--- src/rtl/core/tppa_pkg.sv ---
// Shared types and constants for the tagged position packet averager.
// No dependencies.
package tppa_pkg;

  localparam int WINDOW_DEPTH_DEF = 4;
  localparam int NUM_LANES        = 4;
  localparam int BYTE_W           = 8;
  localparam int HALF_W           = 6;
  localparam int COORD_W          = 2 * HALF_W;
  localparam int POS_W            = 15;
  localparam int OUT_SHIFT        = 3;
  localparam int KIND_W           = 2;
  localparam int NUM_TAGS         = 4;

  localparam logic [KIND_W-1:0] KIND_POS_OK  = 2'd0;
  localparam logic [KIND_W-1:0] KIND_POS_REJ = 2'd1;
  localparam logic [KIND_W-1:0] KIND_CAL_ON  = 2'd2;
  localparam logic [KIND_W-1:0] KIND_CAL_OFF = 2'd3;

  localparam logic [1:0] TAG_X_LO = 2'd0;
  localparam logic [1:0] TAG_X_HI = 2'd1;
  localparam logic [1:0] TAG_Y_LO = 2'd2;
  localparam logic [1:0] TAG_Y_HI = 2'd3;

  localparam logic [BYTE_W-1:0] CHAR_Y = 8'h59;
  localparam logic [BYTE_W-1:0] CHAR_C = 8'h43;
  localparam logic [BYTE_W-1:0] CHAR_N = 8'h4E;

  typedef struct packed {
    logic [NUM_TAGS-1:0] tag_hot;
    logic [HALF_W-1:0]   payload;
  } lane_t;

  typedef struct packed {
    logic               push;
    logic               cal_set;
    logic               cal_clr;
    logic [KIND_W-1:0]  kind;
    logic [COORD_W-1:0] x;
    logic [COORD_W-1:0] y;
  } pkt_t;

endpackage

--- src/rtl/core/tppa_if.sv ---
// Valid/ready channel interfaces for packet input and position output.
// Depends on tppa_pkg.
interface tppa_in_if;
  logic                          valid;
  logic                          ready;
  logic [tppa_pkg::BYTE_W-1:0]   packet_byte0;
  logic [tppa_pkg::BYTE_W-1:0]   packet_byte1;
  logic [tppa_pkg::BYTE_W-1:0]   packet_byte2;
  logic [tppa_pkg::BYTE_W-1:0]   packet_byte3;

  modport source (output valid, packet_byte0, packet_byte1, packet_byte2, packet_byte3,
                  input ready);
  modport sink   (input valid, packet_byte0, packet_byte1, packet_byte2, packet_byte3,
                  output ready);
endinterface

interface tppa_out_if;
  logic                          valid;
  logic                          ready;
  logic [tppa_pkg::POS_W-1:0]    x_position;
  logic [tppa_pkg::POS_W-1:0]    y_position;
  logic [tppa_pkg::KIND_W-1:0]   packet_kind;
  logic                          calibration_mode;

  modport source (output valid, x_position, y_position, packet_kind, calibration_mode,
                  input ready);
  modport sink   (input valid, x_position, y_position, packet_kind, calibration_mode,
                  output ready);
endinterface

--- src/rtl/core/tagged_position_packet_averager_unit.sv ---
// Tagged position packet averager, top level.
// The result beat is registered and goes valid in the cycle after the packet beat is accepted.
// One packet per cycle while the output is not stalled; window sum update and reciprocal multiply are combinational.
// Reset (rst_n, synchronous): windows, sums, held positions and calibration cleared.
// Depends on tppa_pkg, tppa_if, tppa_byte_lane, tppa_merge, tppa_window.
module tagged_position_packet_averager_unit #(
  parameter int WINDOW_DEPTH = tppa_pkg::WINDOW_DEPTH_DEF
) (
  input  logic       clk,
  input  logic       rst_n,
  tppa_in_if.sink    in_ch,
  tppa_out_if.source out_ch
);

  logic [tppa_pkg::BYTE_W-1:0] bytes [tppa_pkg::NUM_LANES];
  tppa_pkg::lane_t             lanes [tppa_pkg::NUM_LANES];
  tppa_pkg::pkt_t              pkt;
  logic                        accept;
  logic                        push;
  logic [tppa_pkg::POS_W-1:0]  x_pos_nxt;
  logic [tppa_pkg::POS_W-1:0]  y_pos_nxt;

  logic                        out_valid_r;
  logic [tppa_pkg::POS_W-1:0]  x_pos_r;
  logic [tppa_pkg::POS_W-1:0]  y_pos_r;
  logic [tppa_pkg::KIND_W-1:0] kind_r;
  logic                        cal_r;

  assign bytes[0] = in_ch.packet_byte0;
  assign bytes[1] = in_ch.packet_byte1;
  assign bytes[2] = in_ch.packet_byte2;
  assign bytes[3] = in_ch.packet_byte3;

  for (genvar g = 0; g < tppa_pkg::NUM_LANES; g++) begin : g_lane
    tppa_byte_lane u_lane (
      .byte_in (bytes[g]),
      .lane    (lanes[g])
    );
  end

  tppa_merge u_merge (
    .bytes_in (bytes),
    .lanes    (lanes),
    .pkt      (pkt)
  );

  assign in_ch.ready = !out_valid_r || out_ch.ready;
  assign accept      = in_ch.valid && in_ch.ready;
  assign push        = accept && pkt.push;

  tppa_window #(.WINDOW_DEPTH(WINDOW_DEPTH)) u_win_x (
    .clk     (clk),
    .rst_n   (rst_n),
    .push    (push),
    .sample  (pkt.x),
    .pos_nxt (x_pos_nxt)
  );

  tppa_window #(.WINDOW_DEPTH(WINDOW_DEPTH)) u_win_y (
    .clk     (clk),
    .rst_n   (rst_n),
    .push    (push),
    .sample  (pkt.y),
    .pos_nxt (y_pos_nxt)
  );

  // x/y output registers double as the held outputs
  always_ff @(posedge clk) begin
    if (!rst_n) begin
      out_valid_r <= 1'b0;
      x_pos_r     <= '0;
      y_pos_r     <= '0;
      cal_r       <= 1'b0;
    end else begin
      if (accept) begin
        out_valid_r <= 1'b1;
      end else if (out_ch.ready) begin
        out_valid_r <= 1'b0;
      end
      if (push) begin
        x_pos_r <= x_pos_nxt;
        y_pos_r <= y_pos_nxt;
      end
      if (accept && pkt.cal_set) begin
        cal_r <= 1'b1;
      end else if (accept && pkt.cal_clr) begin
        cal_r <= 1'b0;
      end
    end
  end

  always_ff @(posedge clk) begin
    if (accept) begin
      kind_r <= pkt.kind;
    end
  end

  assign out_ch.valid            = out_valid_r;
  assign out_ch.x_position       = x_pos_r;
  assign out_ch.y_position       = y_pos_r;
  assign out_ch.packet_kind      = kind_r;
  assign out_ch.calibration_mode = cal_r;

`ifndef SYNTHESIS
  a_accept_gives_beat: assert property (@(posedge clk) disable iff (!rst_n)
    accept |=> out_valid_r)
    else $error("accepted packet produced no result beat");

  a_reject_holds_pos: assert property (@(posedge clk) disable iff (!rst_n)
    (accept && !pkt.push) |=> ($stable(x_pos_r) && $stable(y_pos_r)))
    else $error("position changed on a non-position beat");

  a_cal_on_mode: assert property (@(posedge clk) disable iff (!rst_n)
    (out_valid_r && kind_r == tppa_pkg::KIND_CAL_ON) |-> cal_r)
    else $error("calibration-on beat without calibration mode");

  a_cal_off_mode: assert property (@(posedge clk) disable iff (!rst_n)
    (out_valid_r && kind_r == tppa_pkg::KIND_CAL_OFF) |-> !cal_r)
    else $error("calibration-off beat with calibration mode set");
`endif

endmodule

--- src/rtl/core/tppa_byte_lane.sv ---
// One byte lane: splits a packet byte into a one-hot tag and its payload.
// Depends on tppa_pkg.
module tppa_byte_lane (
  input  logic [tppa_pkg::BYTE_W-1:0] byte_in,
  output tppa_pkg::lane_t             lane
);

  always_comb begin
    case (byte_in[7:6])
      tppa_pkg::TAG_X_LO: lane.tag_hot = 4'b0001;
      tppa_pkg::TAG_X_HI: lane.tag_hot = 4'b0010;
      tppa_pkg::TAG_Y_LO: lane.tag_hot = 4'b0100;
      tppa_pkg::TAG_Y_HI: lane.tag_hot = 4'b1000;
      default:            lane.tag_hot = 4'b0000;
    endcase
    lane.payload = byte_in[tppa_pkg::HALF_W-1:0];
  end

endmodule

--- src/rtl/core/tppa_merge.sv ---
// Merges the four byte lanes: tag check, coordinate assembly, calibration match.
// Depends on tppa_pkg.
module tppa_merge (
  input  logic [tppa_pkg::BYTE_W-1:0] bytes_in [tppa_pkg::NUM_LANES],
  input  tppa_pkg::lane_t             lanes    [tppa_pkg::NUM_LANES],
  output tppa_pkg::pkt_t              pkt
);

  logic [tppa_pkg::NUM_TAGS-1:0] seen;
  logic [tppa_pkg::HALF_W-1:0]   half [tppa_pkg::NUM_TAGS];
  logic                          is_cal_on;
  logic                          is_cal_off;
  logic                          tags_ok;

  always_comb begin
    for (int t = 0; t < tppa_pkg::NUM_TAGS; t++) begin
      seen[t] = 1'b0;
      half[t] = '0;
      for (int i = 0; i < tppa_pkg::NUM_LANES; i++) begin
        seen[t] = seen[t] | lanes[i].tag_hot[t];
        half[t] = half[t] | (lanes[i].tag_hot[t] ? lanes[i].payload : '0);
      end
    end
  end

  // four lanes, four tags: all seen means each seen exactly once
  assign tags_ok    = &seen;
  assign is_cal_on  = (bytes_in[0] == tppa_pkg::CHAR_Y) && (bytes_in[1] == tppa_pkg::CHAR_C) &&
                      (bytes_in[2] == tppa_pkg::CHAR_Y) && (bytes_in[3] == tppa_pkg::CHAR_C);
  assign is_cal_off = (bytes_in[0] == tppa_pkg::CHAR_N) && (bytes_in[1] == tppa_pkg::CHAR_C) &&
                      (bytes_in[2] == tppa_pkg::CHAR_N) && (bytes_in[3] == tppa_pkg::CHAR_C);

  always_comb begin
    pkt.cal_set = is_cal_on;
    pkt.cal_clr = is_cal_off && !is_cal_on;
    pkt.push    = !is_cal_on && !is_cal_off && tags_ok;
    pkt.x       = {half[1], half[0]};
    pkt.y       = {half[3], half[2]};
    if (is_cal_on) begin
      pkt.kind = tppa_pkg::KIND_CAL_ON;
    end else if (is_cal_off) begin
      pkt.kind = tppa_pkg::KIND_CAL_OFF;
    end else if (tags_ok) begin
      pkt.kind = tppa_pkg::KIND_POS_OK;
    end else begin
      pkt.kind = tppa_pkg::KIND_POS_REJ;
    end
  end

endmodule

--- src/rtl/core/tppa_window.sv ---
// Moving-average window for one coordinate: shift line, running sum,
// reciprocal-multiply average scaled by 8. Depends on tppa_pkg.
module tppa_window #(
  parameter int WINDOW_DEPTH = tppa_pkg::WINDOW_DEPTH_DEF
) (
  input  logic                         clk,
  input  logic                         rst_n,
  input  logic                         push,
  input  logic [tppa_pkg::COORD_W-1:0] sample,
  output logic [tppa_pkg::POS_W-1:0]   pos_nxt
);

  localparam int SUM_W   = $clog2(((1 << tppa_pkg::COORD_W) - 1) * WINDOW_DEPTH + 1);
  localparam int SHIFT   = SUM_W + $clog2(WINDOW_DEPTH);
  localparam int RECIP_W = SUM_W + 1;
  localparam int PROD_W  = SUM_W + RECIP_W;
  localparam logic [RECIP_W-1:0] RECIP =
    RECIP_W'(((1 << SHIFT) + WINDOW_DEPTH - 1) / WINDOW_DEPTH);

  logic [tppa_pkg::COORD_W-1:0] win_r [WINDOW_DEPTH];
  logic [SUM_W-1:0]             sum_r;
  logic [SUM_W-1:0]             sum_nxt;
  logic [PROD_W-1:0]            prod;
  logic [tppa_pkg::COORD_W-1:0] avg;

  assign sum_nxt = sum_r - SUM_W'(win_r[0]) + SUM_W'(sample);
  assign prod    = PROD_W'(sum_nxt) * PROD_W'(RECIP);
  assign avg     = prod[SHIFT +: tppa_pkg::COORD_W];
  assign pos_nxt = {avg, {tppa_pkg::OUT_SHIFT{1'b0}}};

  always_ff @(posedge clk) begin
    if (!rst_n) begin
      sum_r <= '0;
      for (int i = 0; i < WINDOW_DEPTH; i++) begin
        win_r[i] <= '0;
      end
    end else if (push) begin
      sum_r <= sum_nxt;
      for (int i = 0; i < WINDOW_DEPTH - 1; i++) begin
        win_r[i] <= win_r[i + 1];
      end
      win_r[WINDOW_DEPTH - 1] <= sample;
    end
  end

endmodule

--- src/flat_wrapper.sv ---
// flat-port wrapper written by rule: the top's interface ports become plain ports
module tagged_position_packet_averager_unit_flat 
#(
  parameter int WINDOW_DEPTH = tppa_pkg::WINDOW_DEPTH_DEF
)
  (clk, rst_n, in_ch_valid, in_ch_packet_byte0, in_ch_packet_byte1, in_ch_packet_byte2, in_ch_packet_byte3, in_ch_ready, out_ch_valid, out_ch_x_position, out_ch_y_position, out_ch_packet_kind, out_ch_calibration_mode, out_ch_ready);
  tppa_in_if in_ch_i ();
  tppa_out_if out_ch_i ();
  input  logic clk;
  input  logic rst_n;
  input wire logic [$bits(in_ch_i.valid)-1:0] in_ch_valid;
  input wire logic [$bits(in_ch_i.packet_byte0)-1:0] in_ch_packet_byte0;
  input wire logic [$bits(in_ch_i.packet_byte1)-1:0] in_ch_packet_byte1;
  input wire logic [$bits(in_ch_i.packet_byte2)-1:0] in_ch_packet_byte2;
  input wire logic [$bits(in_ch_i.packet_byte3)-1:0] in_ch_packet_byte3;
  output wire logic [$bits(in_ch_i.ready)-1:0] in_ch_ready;
  output wire logic [$bits(out_ch_i.valid)-1:0] out_ch_valid;
  output wire logic [$bits(out_ch_i.x_position)-1:0] out_ch_x_position;
  output wire logic [$bits(out_ch_i.y_position)-1:0] out_ch_y_position;
  output wire logic [$bits(out_ch_i.packet_kind)-1:0] out_ch_packet_kind;
  output wire logic [$bits(out_ch_i.calibration_mode)-1:0] out_ch_calibration_mode;
  input wire logic [$bits(out_ch_i.ready)-1:0] out_ch_ready;
  assign in_ch_i.valid = in_ch_valid;
  assign in_ch_i.packet_byte0 = in_ch_packet_byte0;
  assign in_ch_i.packet_byte1 = in_ch_packet_byte1;
  assign in_ch_i.packet_byte2 = in_ch_packet_byte2;
  assign in_ch_i.packet_byte3 = in_ch_packet_byte3;
  assign in_ch_ready = in_ch_i.ready;
  assign out_ch_valid = out_ch_i.valid;
  assign out_ch_x_position = out_ch_i.x_position;
  assign out_ch_y_position = out_ch_i.y_position;
  assign out_ch_packet_kind = out_ch_i.packet_kind;
  assign out_ch_calibration_mode = out_ch_i.calibration_mode;
  assign out_ch_i.ready = out_ch_ready;
  tagged_position_packet_averager_unit #(.WINDOW_DEPTH(WINDOW_DEPTH)) u_core (.clk(clk), .rst_n(rst_n), .in_ch(in_ch_i), .out_ch(out_ch_i));
endmodule
--- config.mk ---
export PLATFORM = sky130hd
export DESIGN_NAME = tagged_position_packet_averager_unit_flat
export DESIGN_NICKNAME = d
export VERILOG_FILES = /design/src/rtl/core/tppa_pkg.sv /design/src/rtl/core/tppa_if.sv /design/src/rtl/core/tagged_position_packet_averager_unit.sv /design/src/rtl/core/tppa_byte_lane.sv /design/src/rtl/core/tppa_merge.sv /design/src/rtl/core/tppa_window.sv /design/src/flat_wrapper.sv
export SDC_FILE = /design/constraint.sdc
export NUM_CORES = 1
export LEC_CHECK = 0
export BUFFER_PORTS_ARGS = -buffer_cell sky130_fd_sc_hd__buf_2
export CORE_MARGIN = 3
export CORE_UTILIZATION = 35
export DETAILED_ROUTE_END_ITERATION = 10
export SLEW_MARGIN = 20
export SYNTH_ARGS = -nofsm -noshare
export SYNTH_HDL_FRONTEND = slang
export SYNTH_HIERARCHICAL = 1
export SYNTH_SLANG_ARGS = --single-unit
--- constraint.sdc ---
create_clock -name clk -period 3.5 [get_ports clk]
set_clock_uncertainty 0.1 [all_clocks]
set_input_delay 0.175 -clock clk [delete_from_list [all_inputs] [get_ports clk]]
set_output_delay 0.175 -clock clk [all_outputs]
set_load 0.05 [all_outputs]
Word-level counts from Yosys, hierarchy flattened
Memories as Yosys holds them, arrays and structs flattened.
Index checks and enable logic that the tools add are counted.
- add/subtract/negate cells: 4
- multipliers: 0
- divide/modulo/power cells: 0
- $lt $le $gt $ge: 0
- eq/ne operators: 18
- shifts and indexed selects: 0
- muxes and demuxes: 38
- bitwise logic cells: 32
- reductions and logical operators: 25
- operators with widths (operator ; count):
    $mux W12 ; 8
    $mux W6 ; 16
    $or A6 B6 Y6 ; 12
    $pmux W4 S4 ; 4
    $eq A8 B7 Y1 const B ; 6
    $add A14 B12 Y14 ; 2
    $sub A14 B12 Y14 ; 2
    $or A1 B1 Y1 ; 20
    $eq A2 B2 Y1 const B ; 8
    $logic_and A1 B1 Y1 ; 13
    $mux W1 ; 10
    $eq A2 B1 Y1 const B ; 4
    $logic_not A2 Y1 ; 4
    $reduce_and A4 Y1 ; 1
    $reduce_bool A2 Y1 ; 2
    $logic_not A1 Y1 ; 3
    $reduce_or A2 Y1 ; 1
    $logic_or A1 B1 Y1 ; 1
- register bits: 56
- latch bits: 0
- RAM bits: 96
- bits in read-only memories: 0
- input bits: 36
- output and inout port bits: 35
- word-level logic and storage cells: 127
- memories: 2
- memories (name ; depth ; width ; rd ports ; clocked after Yosys merged registers in ; wr ports ; line ; text):
    u_core.u_win_x.win_r ; 4 ; 12 ; 4 ; 0 ; 4 ; tppa_window.sv:20 ; logic [tppa_pkg::COORD_W-1:0] win_r [WINDOW_DEPTH];
    u_core.u_win_y.win_r ; 4 ; 12 ; 4 ; 0 ; 4 ; tppa_window.sv:20 ;

Depth between registers and ports, before layout
Gate-level depths: netlist of run 1.
- depth in word-level cells: 12
- gate-level depth with buffers: 17
- depth with buffers taken out: 15

Cells and area by module
Netlist of run 1, hierarchy kept.
- by module, submodules not included (module ; instances ; cells each ; area an instance (µm²) ; seq. area each (µm²)):
    tppa_window (u_core.u_win_x) ; 1 ; 337 ; 3603.5 ; 1721.7
    tppa_window (u_core.u_win_y) ; 1 ; 312 ; 3494.6 ; 1721.7
    tagged_position_packet_averager_unit ; 1 ; 143 ; 1388.8 ; 700.7
    tppa_merge ; 1 ; 98 ; 646.9 ; 0.0
    tppa_byte_lane ; 4 ; 10 ; 71.3 ; 0.0

Worst setup path after synthesis of run 1
No wires, ideal clock.
- path type: input-to-reg
- start point: in in_ch_packet_byte0[7]
- end point: mem u_core/u_win_x/win_r[0][0] (netlist name), enable pin
- data arrival time: 2.960 ns
- data required time: 2.997 ns
- slack: 0.037 ns
- stages: 10
- buffers on the path: 3
- path through: nor2b_1 nor4_1 nor4_1 nor2b_1 and3_4 buf_6 buf_12 buf_1 nor2b_1 inv_1
- RTL lines (item ; line ; text):
    start, declared ; flat_wrapper.sv:12 ; input wire logic [$bits(in_ch_i.packet_byte0)-1:0] in_ch_packet_byte0;
    end, declared ; tppa_window.sv:20 ;

Worst setup path after layout of run 1
- start point: reg u_core.u_win_x.sum_r[0]
- end point: reg u_core.x_pos_r (netlist bit u_core/out_ch.x_position[11])
- longest elaborated chain between the ends: 2
- RTL lines (item ; line ; text):
    start, declared ; tppa_window.sv:21 ; logic [SUM_W-1:0] sum_r;
    start signal, assigned ; tppa_window.sv:38 ; sum_r <= sum_nxt;
    $sub A14 B12 Y14 ; tppa_window.sv:26 ; assign sum_nxt = sum_r - SUM_W'(win_r[0]) + SUM_W'(sample);
    $add A14 B12 Y14 ; tppa_window.sv:26 ;
    via u_core.x_pos_nxt (one bit) ; tagged_position_packet_averager_unit.sv:20 ; logic [tppa_pkg::POS_W-1:0] x_pos_nxt;
    end signal, assigned ; tagged_position_packet_averager_unit.sv:81 ; x_pos_r <= x_pos_nxt;
    end, declared ; tagged_position_packet_averager_unit.sv:24 ; logic [tppa_pkg::POS_W-1:0] x_pos_r;
The timed path passes the listed nets, and every way through them passes these cells.
A chain may end at the register's enable or synchronous reset.

==> results of run 1 <==
[logic make-up (layout without fill, tap and decap cells)]
kind of cell	count (synthesis)	count (layout)	share of synthesized area, %
muxes	44	44	4.73
xor gates and xnor gates	25	25	2.32
adders and majority gates	52	52	8.82
buffers and inverters	204	234	11.5
and+or+nand+nor	307	307	17.7
AOI/OAI and AO/OA	138	138	10.9
other	2	6	0.0797
DFF	158	158	44.0
[where the power goes]
| group | total, mW | internal [mW] | switching, mW |
|---|---|---|---|
| combinational | 1.79 | 0.686 | 1.10 |
| sequential | 2.17 | 2.12 | 0.0545 |
| clock | 1.91 | 1.08 | 0.829 |
[area by class of cell]
class                      instances  area share (%)
clock buffer                      18            4.14
clock inverter                    14            1.64
inverter                         107            3.88
multi-input combinational        572            40.7
sequential                       158            40.0
tap                              335            4.05
timing repair buffer              95            5.61
[tightest hold or removal path: stages]
cell	delay, ps
buf_2	80
nand2b_4	160
a21boi_0	80
[sequential cells by signal (all words and copies together), names as in the netlist]
| signal | cells |
|---|---|
| u_core/u_win_x/win_r | 48 |
| u_core/u_win_y/win_r | 48 |
| u_core/out_ch.x_position | 15 |
| u_core/out_ch.y_position | 15 |
| u_core/u_win_x/sum_r | 14 |
| u_core/u_win_y/sum_r | 14 |
| u_core/out_ch.packet_kind | 2 |
| u_core/out_ch.calibration_mode | 1 |
| u_core/out_ch.valid | 1 |
[cell usage after synthesis, types with 3 or more instances]
master / count
nand3_1: 11
buf_2: 3
a211oi_1: 3
a21boi_0: 4
buf_4: 56
nor3_1: 6
dfxtp_1: 60
ha_1: 28
o21a_1: 4
inv_1: 107
fa_1: 24
buf_6: 3
nor2_1: 26
xor2_1: 6
nor4bb_1: 7
nand2_1: 105
o211ai_2: 3
edfxtp_1: 98
nand4_1: 6
a22oi_1: 48
a21oi_1: 21
a21o_1: 7
mux2i_1: 43
nand3b_1: 4
nor2b_1: 20
and2b_2: 4
buf_12: 3
buf_1: 3
and2_2: 5
and3_1: 87
o21ai_0: 18
a22o_1: 7
xnor2_1: 19
clkbuf_1: 24
nor4_1: 5
nand2b_1: 5
[through the flow]
stage               utilization (%)  power (mW)  hold slack [ps]
finish                         39.4        5.87             30.6
global route                   39.4        6.23             44.6
global placement               37.1        3.98              339
CTS                            39.4        5.93             19.0
floorplan                         -        3.89              214
detailed placement             37.1        4.00              345
[worst max path at each step]
stage	end	cells after the start	slack, ps
after floorplan	u_core/u_win_x/win_r[0][0]	10	40
after global placement	u_core/out_ch.x_position[11]	17	100
after detailed placement	u_core/out_ch.x_position[11]	16	50
after CTS	u_core/out_ch.x_position[11]	14	470
after global routing	u_core/out_ch.x_position[11]	17	210
final	u_core/out_ch.x_position[11]	14	460
[per-layer routing]
metal	global-route usage [%]	part of all wire [%]	routed length (um)	vias up
met4	3.99	1.3	258	0
met3	2.58	4.6	944	20
li1	-	-	-	3202
met5	0	0	0	-
met2	20.2	41	8350	184
met1	22.5	53	10900	3052
==> run metrics, run 1 <==
setup ws final=457 ps; CP Launch Type=register; # nets final=1039; area of the die=0.0289 sq mm; Max IR drop VDD=0.000348 V; CTS Root Cell=clkbuf_16; cells after synthesis=930; post-layout minimum cycle time=3040 ps; Skew-Pair Late Insertion Delay=430 ps; Vias=6458; cell row count=59; most frequent cells in the layout=nand2_1, inv_1, edfxtp_1, and3_1, buf_2; post-cts resize count=0; worst slack at placement=46.4 ps; Final TNS setup=0 ps; reg2reg setup slack=460 ps; Slew Viols, Final=0; FF/Latch Area=0.00414 sq mm; DR DRC count=0; wire per inst=15.7 um; Final GP Congestion=0.873; cell area after synthesis=0.00942 sq mm; Final HPWL DP=14300 um; Hold Path End=u_core/out_ch.valid; Syn. warnings=6; post-DR vias/cell=4.97; period utilization=86.9%; Worst Setup SP=u_core/u_win_x/sum_r[0]; TritonCTS clock tree=built; Area after DPL=0.00975 sq mm; Post-Syn Area per Cell=10.1 sq um; Crit Path Category=reg -> reg; Placed Cells=1266; 1st-iter DRT viols=598; Area Overhead vs Synth=9.94%; fill count=2621; H-tree Lvls=4; clk slew on worst S/H paths=70 ps; outcome=finished, final reports clean; vias in the first global route=6133; Initial Utilization=35.8%; input/output buffers=70; critical path's top delay family=adder cells; slew of the pin with the lowest slew margin=767 ps; Max-slew headroom=48.9%; Max Fclk=0.329 GHz; Post-CTS Setup Bufs=0; Ports=71; r2r endpoint=u_core/out_ch.x_position[11]; Seq cells post-synth=158; worst-path cell chain=inv_1 -> ha_1 -> inv_1 -> ha_1 -> inv_1 -> fa_1 -> nor2b_1 -> o21ai_0 -> a21oi_1 -> o21ai_0 -> nand3_1 -> xor2_1 -> nand2_1 -> mux2i_1; total CTS buffers=17; CP Capture Type=register; RSZ-0062 raised after global routing=no; share of Yosys cell area claimed by the top area cell type=31.2%; area of the multi-input gates=0.00421 sq mm; Reg2Reg Depth=14; Data required, critical path=3750 ps; Final Hold Fails=0; first-pass GRT wire length=33100 um; final std cells w/o fill=1299; min-delay src=out_ch_ready; CP Max Fanout=5; share of layout cells above drive strength 1=16.4%; gr usage total=14.4%; drt pass-1 iters=6; clk sinks=158; initial antenna violation count=0; pin count of the biggest net entering global routing=92; EDFF count, synth=98; die height=170 um; pwr/cell area=567 mW/mm^2; # diodes=0; Hold Crit Depth=3; # setup viols final=0; Finished Cell Area=0.0104 sq mm; Primary FF master, synth=edfxtp_1; Seq/Total Area, Yosys=44.0%; CP Data Arrival Time=3290 ps; GR Overflow Total=0; CP Buf/Inv Count=3; Yosys top cell by area=edfxtp_1; Detail Route Antenna Nets=0; maximum clock path buffer count=2; MaxCap Viol Count=0; Unique masters post-synth=69; Pleak=4.63 nW; final wirelength=20400 um; slowest stage cell, crit path=fa_1; Area contributors post-synth=edfxtp_1, dfxtp_1, and3_1, fa_1, mux2i_1; FFs w/ async S/R, synth=0%; reg-to-reg critical path startpoint=u_core/u_win_x/sum_r[0]; slowest stage delay, CP=420 ps; core footprint=0.0263 sq mm; cell mode on critical path=inv_1; cts-stage hold buffer count=1; Min-Delay Path Class=in -> reg; Die Wd=170 um
(Power assumes the default switching activity.)
==> run 2, diff against run 1 <==
- ABC_AREA: not set -> 1
- SLEW_MARGIN: 20 -> 25
==> run metrics, run 2 <==
WP depth=19; worst-path cell chain=buf_2 -> inv_1 -> nor2_1 -> inv_1 -> o21ai_0 -> buf_4 -> inv_1 -> fa_1 -> inv_1 -> ha_1 -> nand2_1 -> inv_1 -> nand2_1 -> nand2_1 -> a21oi_1 -> nand3_1 -> and2_1 -> nor2_1 -> nor2_1; gr usage total=14.9%; vias in the first global route=7517; Detail Route Antenna Nets=0; # nets final=1454; pwr/cell area=540 mW/mm^2; Ports=71; MaxCap Viol Count=0; Final Hold Fails=0; total CTS buffers=17; clk slew on worst S/H paths=70 ps; Reg2Reg Depth=14; cell mode on critical path=inv_1; maximum clock path buffer count=2; slowest stage cell, crit path=fa_1; Area contributors post-synth=edfxtp_1, inv_1, dfxtp_1, nand2_1, nor2_1; Final GP Congestion=0.908; Area after DPL=0.0104 sq mm; fill count=2995; Pleak=5.58 nW; commonest non-fill, non-tap cell in the layout=inv_1; wire per inst=12.5 um; final wirelength=22000 um; Seq cells post-synth=158; DR DRC count=0; Min-Delay Path Class=in -> reg; Worst Setup SP=in_ch_packet_byte1[6]; synth cell count leaders=inv_1, nand2_1, nor2_1; Final HPWL DP=16400 um; Hold Crit Depth=6; share of Yosys cell area claimed by the top area cell type=29.6%; critical path's top delay family=simple AND/OR/NAND/NOR gates; TritonCTS clock tree=built; pin count of the biggest net entering global routing=61; uppermost metal layer occupied by signal nets=met4; Finished Cell Area=0.0110 sq mm; DR WL met2=9370 um; WL met3=774 um; top-count cell post-synth=inv_1; input/output buffers=70; EDFF count, synth=98; clk sinks=158; post-DR vias/cell=4.39; final hold slack=206 ps; FFs w/ async S/R, synth=0%; # diodes=0; Max Fclk=0.329 GHz; Crit Path Category=in -> reg; Post-CTS Setup Bufs=0; Max IR drop VDD=0.000371 V; outcome=finished, final reports clean; Syn. warnings=6; drt pass-1 iters=4; CP Max Fanout=6; Yosys top cell by area=edfxtp_1; die height=175 um; reg-to-reg critical path startpoint=u_core/u_win_y/win_r[0][0]; Primary FF master, synth=edfxtp_1; Vias=7718; most frequent cells in the layout=inv_1, nand2_1, nor2_1, edfxtp_1, buf_2; # setup viols final=0; 1st-iter DRT viols=470; Final TNS setup=0 ps; period utilization=86.9%; CP Buf/Inv Count=7; Max-slew headroom=50.2%; H-tree Lvls=4; cell area after synthesis=0.00995 sq mm; RSZ-0062 raised after global routing=no; CTS Root Cell=clkbuf_16; post-cts resize count=0; M1 WL=11200 um; cell row count=61; Area Overhead vs Synth=10.5%; core footprint=0.0279 sq mm; Seq/Total Area, Yosys=41.6%; Unique masters post-synth=34; Post-Syn Area per Cell=7.44 sq um; GR Overflow Total=0; initial antenna violation count=0; cells after synthesis=1338; Skew-Pair Late Insertion Delay=430 ps; CP Launch Type=input pin; CP Capture Type=register; min-delay src=in_ch_packet_byte2[0]; CP Data Arrival Time=3260 ps; Slew Viols, Final=0; first-pass GRT wire length=36700 um; Data required, critical path=3720 ps; slowest stage delay, CP=540 ps; largest registers=u_core/u_win_x/win_r (48), u_core/u_win_y/win_r (48); Initial Utilization=35.6%; area of the die=0.0305 sq mm; share of layout cells above drive strength 1=11.5%; cts-stage hold buffer count=2; post-layout minimum cycle time=3040 ps; Die Wd=175 um; slew of the pin with the lowest slew margin=747 ps
[run 2: area by class of cell]
| type | instances | area (sq um) | area share, % |
|---|---|---|---|
| flip-flops and latches | 158 | 4140 | 37.7 |
| multi-input cells | 744 | 3940 | 35.8 |
| inverters | 364 | 1370 | 12.4 |
| well taps | 378 | 473 | 4.30 |
| repair buffers | 81 | 463 | 4.21 |
| clock buffers | 17 | 425 | 3.87 |
| clock inverters | 15 | 190 | 1.73 |
[run 2: stage by stage]
| stage | worst slack, ps | utilization [%] | std cells | power (mW) |
|---|---|---|---|---|
| after floorplan | 126 | - | 1342 | 3.87 |
| after global placement | 63.5 | 37.1 | 1723 | 4.03 |
| after detailed placement | 26.8 | 37.1 | 1723 | 4.05 |
| after CTS | 493 | 39.4 | 1757 | 6.02 |
| after global routing | 251 | 39.4 | 1757 | 6.37 |
| final | 457 | 39.4 | 1757 | 5.94 |
[run 2: worst paths after layout]
path	endpoint	slack [ps]
worst max-delay path	u_core/out_ch.x_position[14]	460
worst min-delay path	u_core/out_ch.packet_kind[0]	210
worst max register to register	u_core/out_ch.y_position[13]	960
worst min register to register	u_core/u_win_y/sum_r[9]	360
[run 2: routing by layer]
layer / global-route usage, % / vias to the layer above
li1: - / 3996
met1: 21.0 / 3496
met2: 22.4 / 174
met3: 2.46 / 52
met4: 6.75 / 0
met5: 0 / -
[run 2: report_power, final]
group | internal, mW | total (mW) | switching [mW] | leakage (nW)
logic | 0.619 | 1.86 | 1.24 | 3.77
clock network | 1.04 | 1.92 | 0.887 | 0.302
registers | 2.11 | 2.16 | 0.0465 | 1.52
[run 2: cell families after synthesis]
group           count (synthesis)  share of synthesized area (%)
xor+xnor                       12                           1.36
simple gates                  571                           24.0
compound gates                103                           5.62
other cells                     2                         0.0755
buf+inv                       440                           19.0
fa+ha+maj                      52                           8.35
flops                         158                           41.6
[run 2: worst reg2reg max path: cells and delay by family (launching register included)]
family	cells	cell delay (ps)
AND/OR/NAND/NOR	8	810
adder cells (fa/ha/maj)	3	970
buffers and inverters	3	190
flip-flops	1	360
==> run 3, diff against run 2 <==
- PLACE_DENSITY: not set -> 0.64
==> run metrics, run 3 (synthesis results as in run 2) <==
slowest stage delay, CP=540 ps; input/output buffers=70; total CTS buffers=17; drt pass-1 iters=5; # nets final=1455; area of the multi-input gates=0.00394 sq mm; RSZ-0062 raised after global routing=no; pwr/cell area=542 mW/mm^2; Final HPWL DP=16200 um; r2r endpoint=u_core/out_ch.y_position[13]; Crit Path Category=in -> reg; Die Wd=175 um; GR Overflow Total=0; Final GP Congestion=0.863; critical path's top delay family=simple AND/OR/NAND/NOR gates; maximum clock path buffer count=2; fill count=2932; post-layout minimum cycle time=2770 ps; pin count of the biggest net entering global routing=61; H-tree Lvls=4; Final Hold Fails=0; Max IR drop VDD=0.000312 V; clk sinks=158; cell row count=61; 1st-iter DRT viols=570; Post-CTS Setup Bufs=0; Pleak=5.59 nW; largest registers=u_core/u_win_x/win_r (48), u_core/u_win_y/win_r (48); # diodes=0; CP Data Arrival Time=2980 ps; first-pass GRT wire length=35600 um; post-DR vias/cell=4.30; min-delay src=rst_n; commonest non-fill, non-tap cell in the layout=inv_1; CP Buf/Inv Count=5; share of layout cells above drive strength 1=11.4%; gr usage total=14.4%; worst-path cell chain=buf_2 -> nand2_1 -> inv_1 -> inv_1 -> o22ai_1 -> a21oi_1 -> o21ai_0 -> inv_1 -> fa_1 -> inv_1 -> ha_1 -> nand2_1 -> nor2_1 -> nand3_1 -> nand3_1 -> nand2_1 -> and2_1 -> nor2_1 -> nor2_1; Final TNS setup=0 ps; area of the die=0.0305 sq mm; cell mode on critical path=inv_1; setup ws final=734 ps; final wirelength=21500 um; cts-stage hold buffer count=3; Detail Route Antenna Nets=0; FF/Latch Area=0.00414 sq mm; # setup viols final=0; Slew Viols, Final=0; DR DRC count=0; total power=5.97 mW; Reg2Reg Depth=14; clk slew on worst S/H paths=70 ps; CTS Root Cell=clkbuf_16; Ports=71; die height=175 um; vias in the first global route=7150; Hold Crit Depth=5; MaxCap Viol Count=0; Min-Delay Path Class=in -> reg; final core occ=39.4%; post-cts resize count=0; Hold Path End=u_core/u_win_y/sum_r[12]; worst slack at placement=316 ps; wire per inst=12.2 um; TritonCTS clock tree=built; core footprint=0.0279 sq mm; initial antenna violation count=0; Max Fclk=0.361 GHz; CP Max Fanout=5; Initial Utilization=35.6%; most frequent cells in the layout=inv_1, nand2_1, nor2_1, edfxtp_1, buf_2; reg2reg setup slack=950 ps; outcome=finished, final reports clean; slew of the pin with the lowest slew margin=608 ps; Skew-Pair Late Insertion Delay=420 ps; CP Capture Type=register; Vias=7553; period utilization=79.0%; Area Overhead vs Synth=10.7%; Max-slew headroom=59.5%; Data required, critical path=3710 ps; reg-to-reg critical path startpoint=u_core/u_win_y/win_r[0][0]; slowest stage cell, crit path=fa_1; CP Launch Type=input pin
run 3: changes by cell type in the layout (fill, tap and decap cells not counted), sizes merged:
| cell | before | now |
|---|---|---|
| clkbuf | 17 | 18 |
| dlygate4sd3 | 2 | 3 |
| bufinv | 1 | 3 |
| clkinv | 5 | 4 |
| inv | 373 | 371 |
run 3: worst max path at each step:
| stage | from | end | slack (ps) | cells after the start |
|---|---|---|---|---|
| floorplan | u_core/out_ch.valid | u_core/u_win_y/win_r[0][0] | 130 | 6 |
| finish | in_ch_packet_byte2[6] | u_core/out_ch.y_position[11] | 730 | 19 |
| global route | in_ch_packet_byte1[6] | u_core/out_ch.x_position[14] | 430 | 19 |
| detailed placement | in_ch_packet_byte1[6] | u_core/out_ch.x_position[14] | 320 | 19 |
| CTS | in_ch_packet_byte1[6] | u_core/out_ch.x_position[14] | 760 | 19 |
| global placement | in_ch_packet_byte2[6] | u_core/out_ch.y_position[11] | 290 | 19 |
run 3: layout make-up:
cell class                      count  share of cell area [%]
Sequential cell                   158                    37.6
Tap cell                          378                    4.29
Inverter                          364                    12.4
Multi-Input combinational cell    744                    35.7
Clock buffer                       18                    3.99
Clock inverter                     14                    1.77
Timing Repair Buffer               82                    4.18
run 3: routing by layer:
layer | track usage, % | wire [um]
met1 | 20.6 | 11000
met4 | 3.99 | 358
met5 | 0 | 0
met2 | 22.7 | 9450
met3 | 2.37 | 737
run 3: metrics by stage:
| step | cells | hold WS [ps] | instance area (sq um) |
|---|---|---|---|
| detailed placement | 1723 | 345 | 10300 |
| floorplan | 1342 | 207 | 9970 |
| global placement | 1723 | 341 | 10300 |
| global route | 1758 | 74.5 | 11000 |
| finish | 1758 | 64.8 | 11000 |
| CTS | 1758 | 49.5 | 11000 |
run 3: tightest hold or removal path, cell delays in order:
cell and delay [ps]:
buf_2 110, inv_1 70, nor2_2 80, nand2_1 70, nand2_1 40
run 3: power breakdown:
part / internal (mW) / switching, mW / total, mW
combinational: 0.616 / 1.21 / 1.82
clock: 1.17 / 0.817 / 1.99
sequential: 2.11 / 0.0465 / 2.16
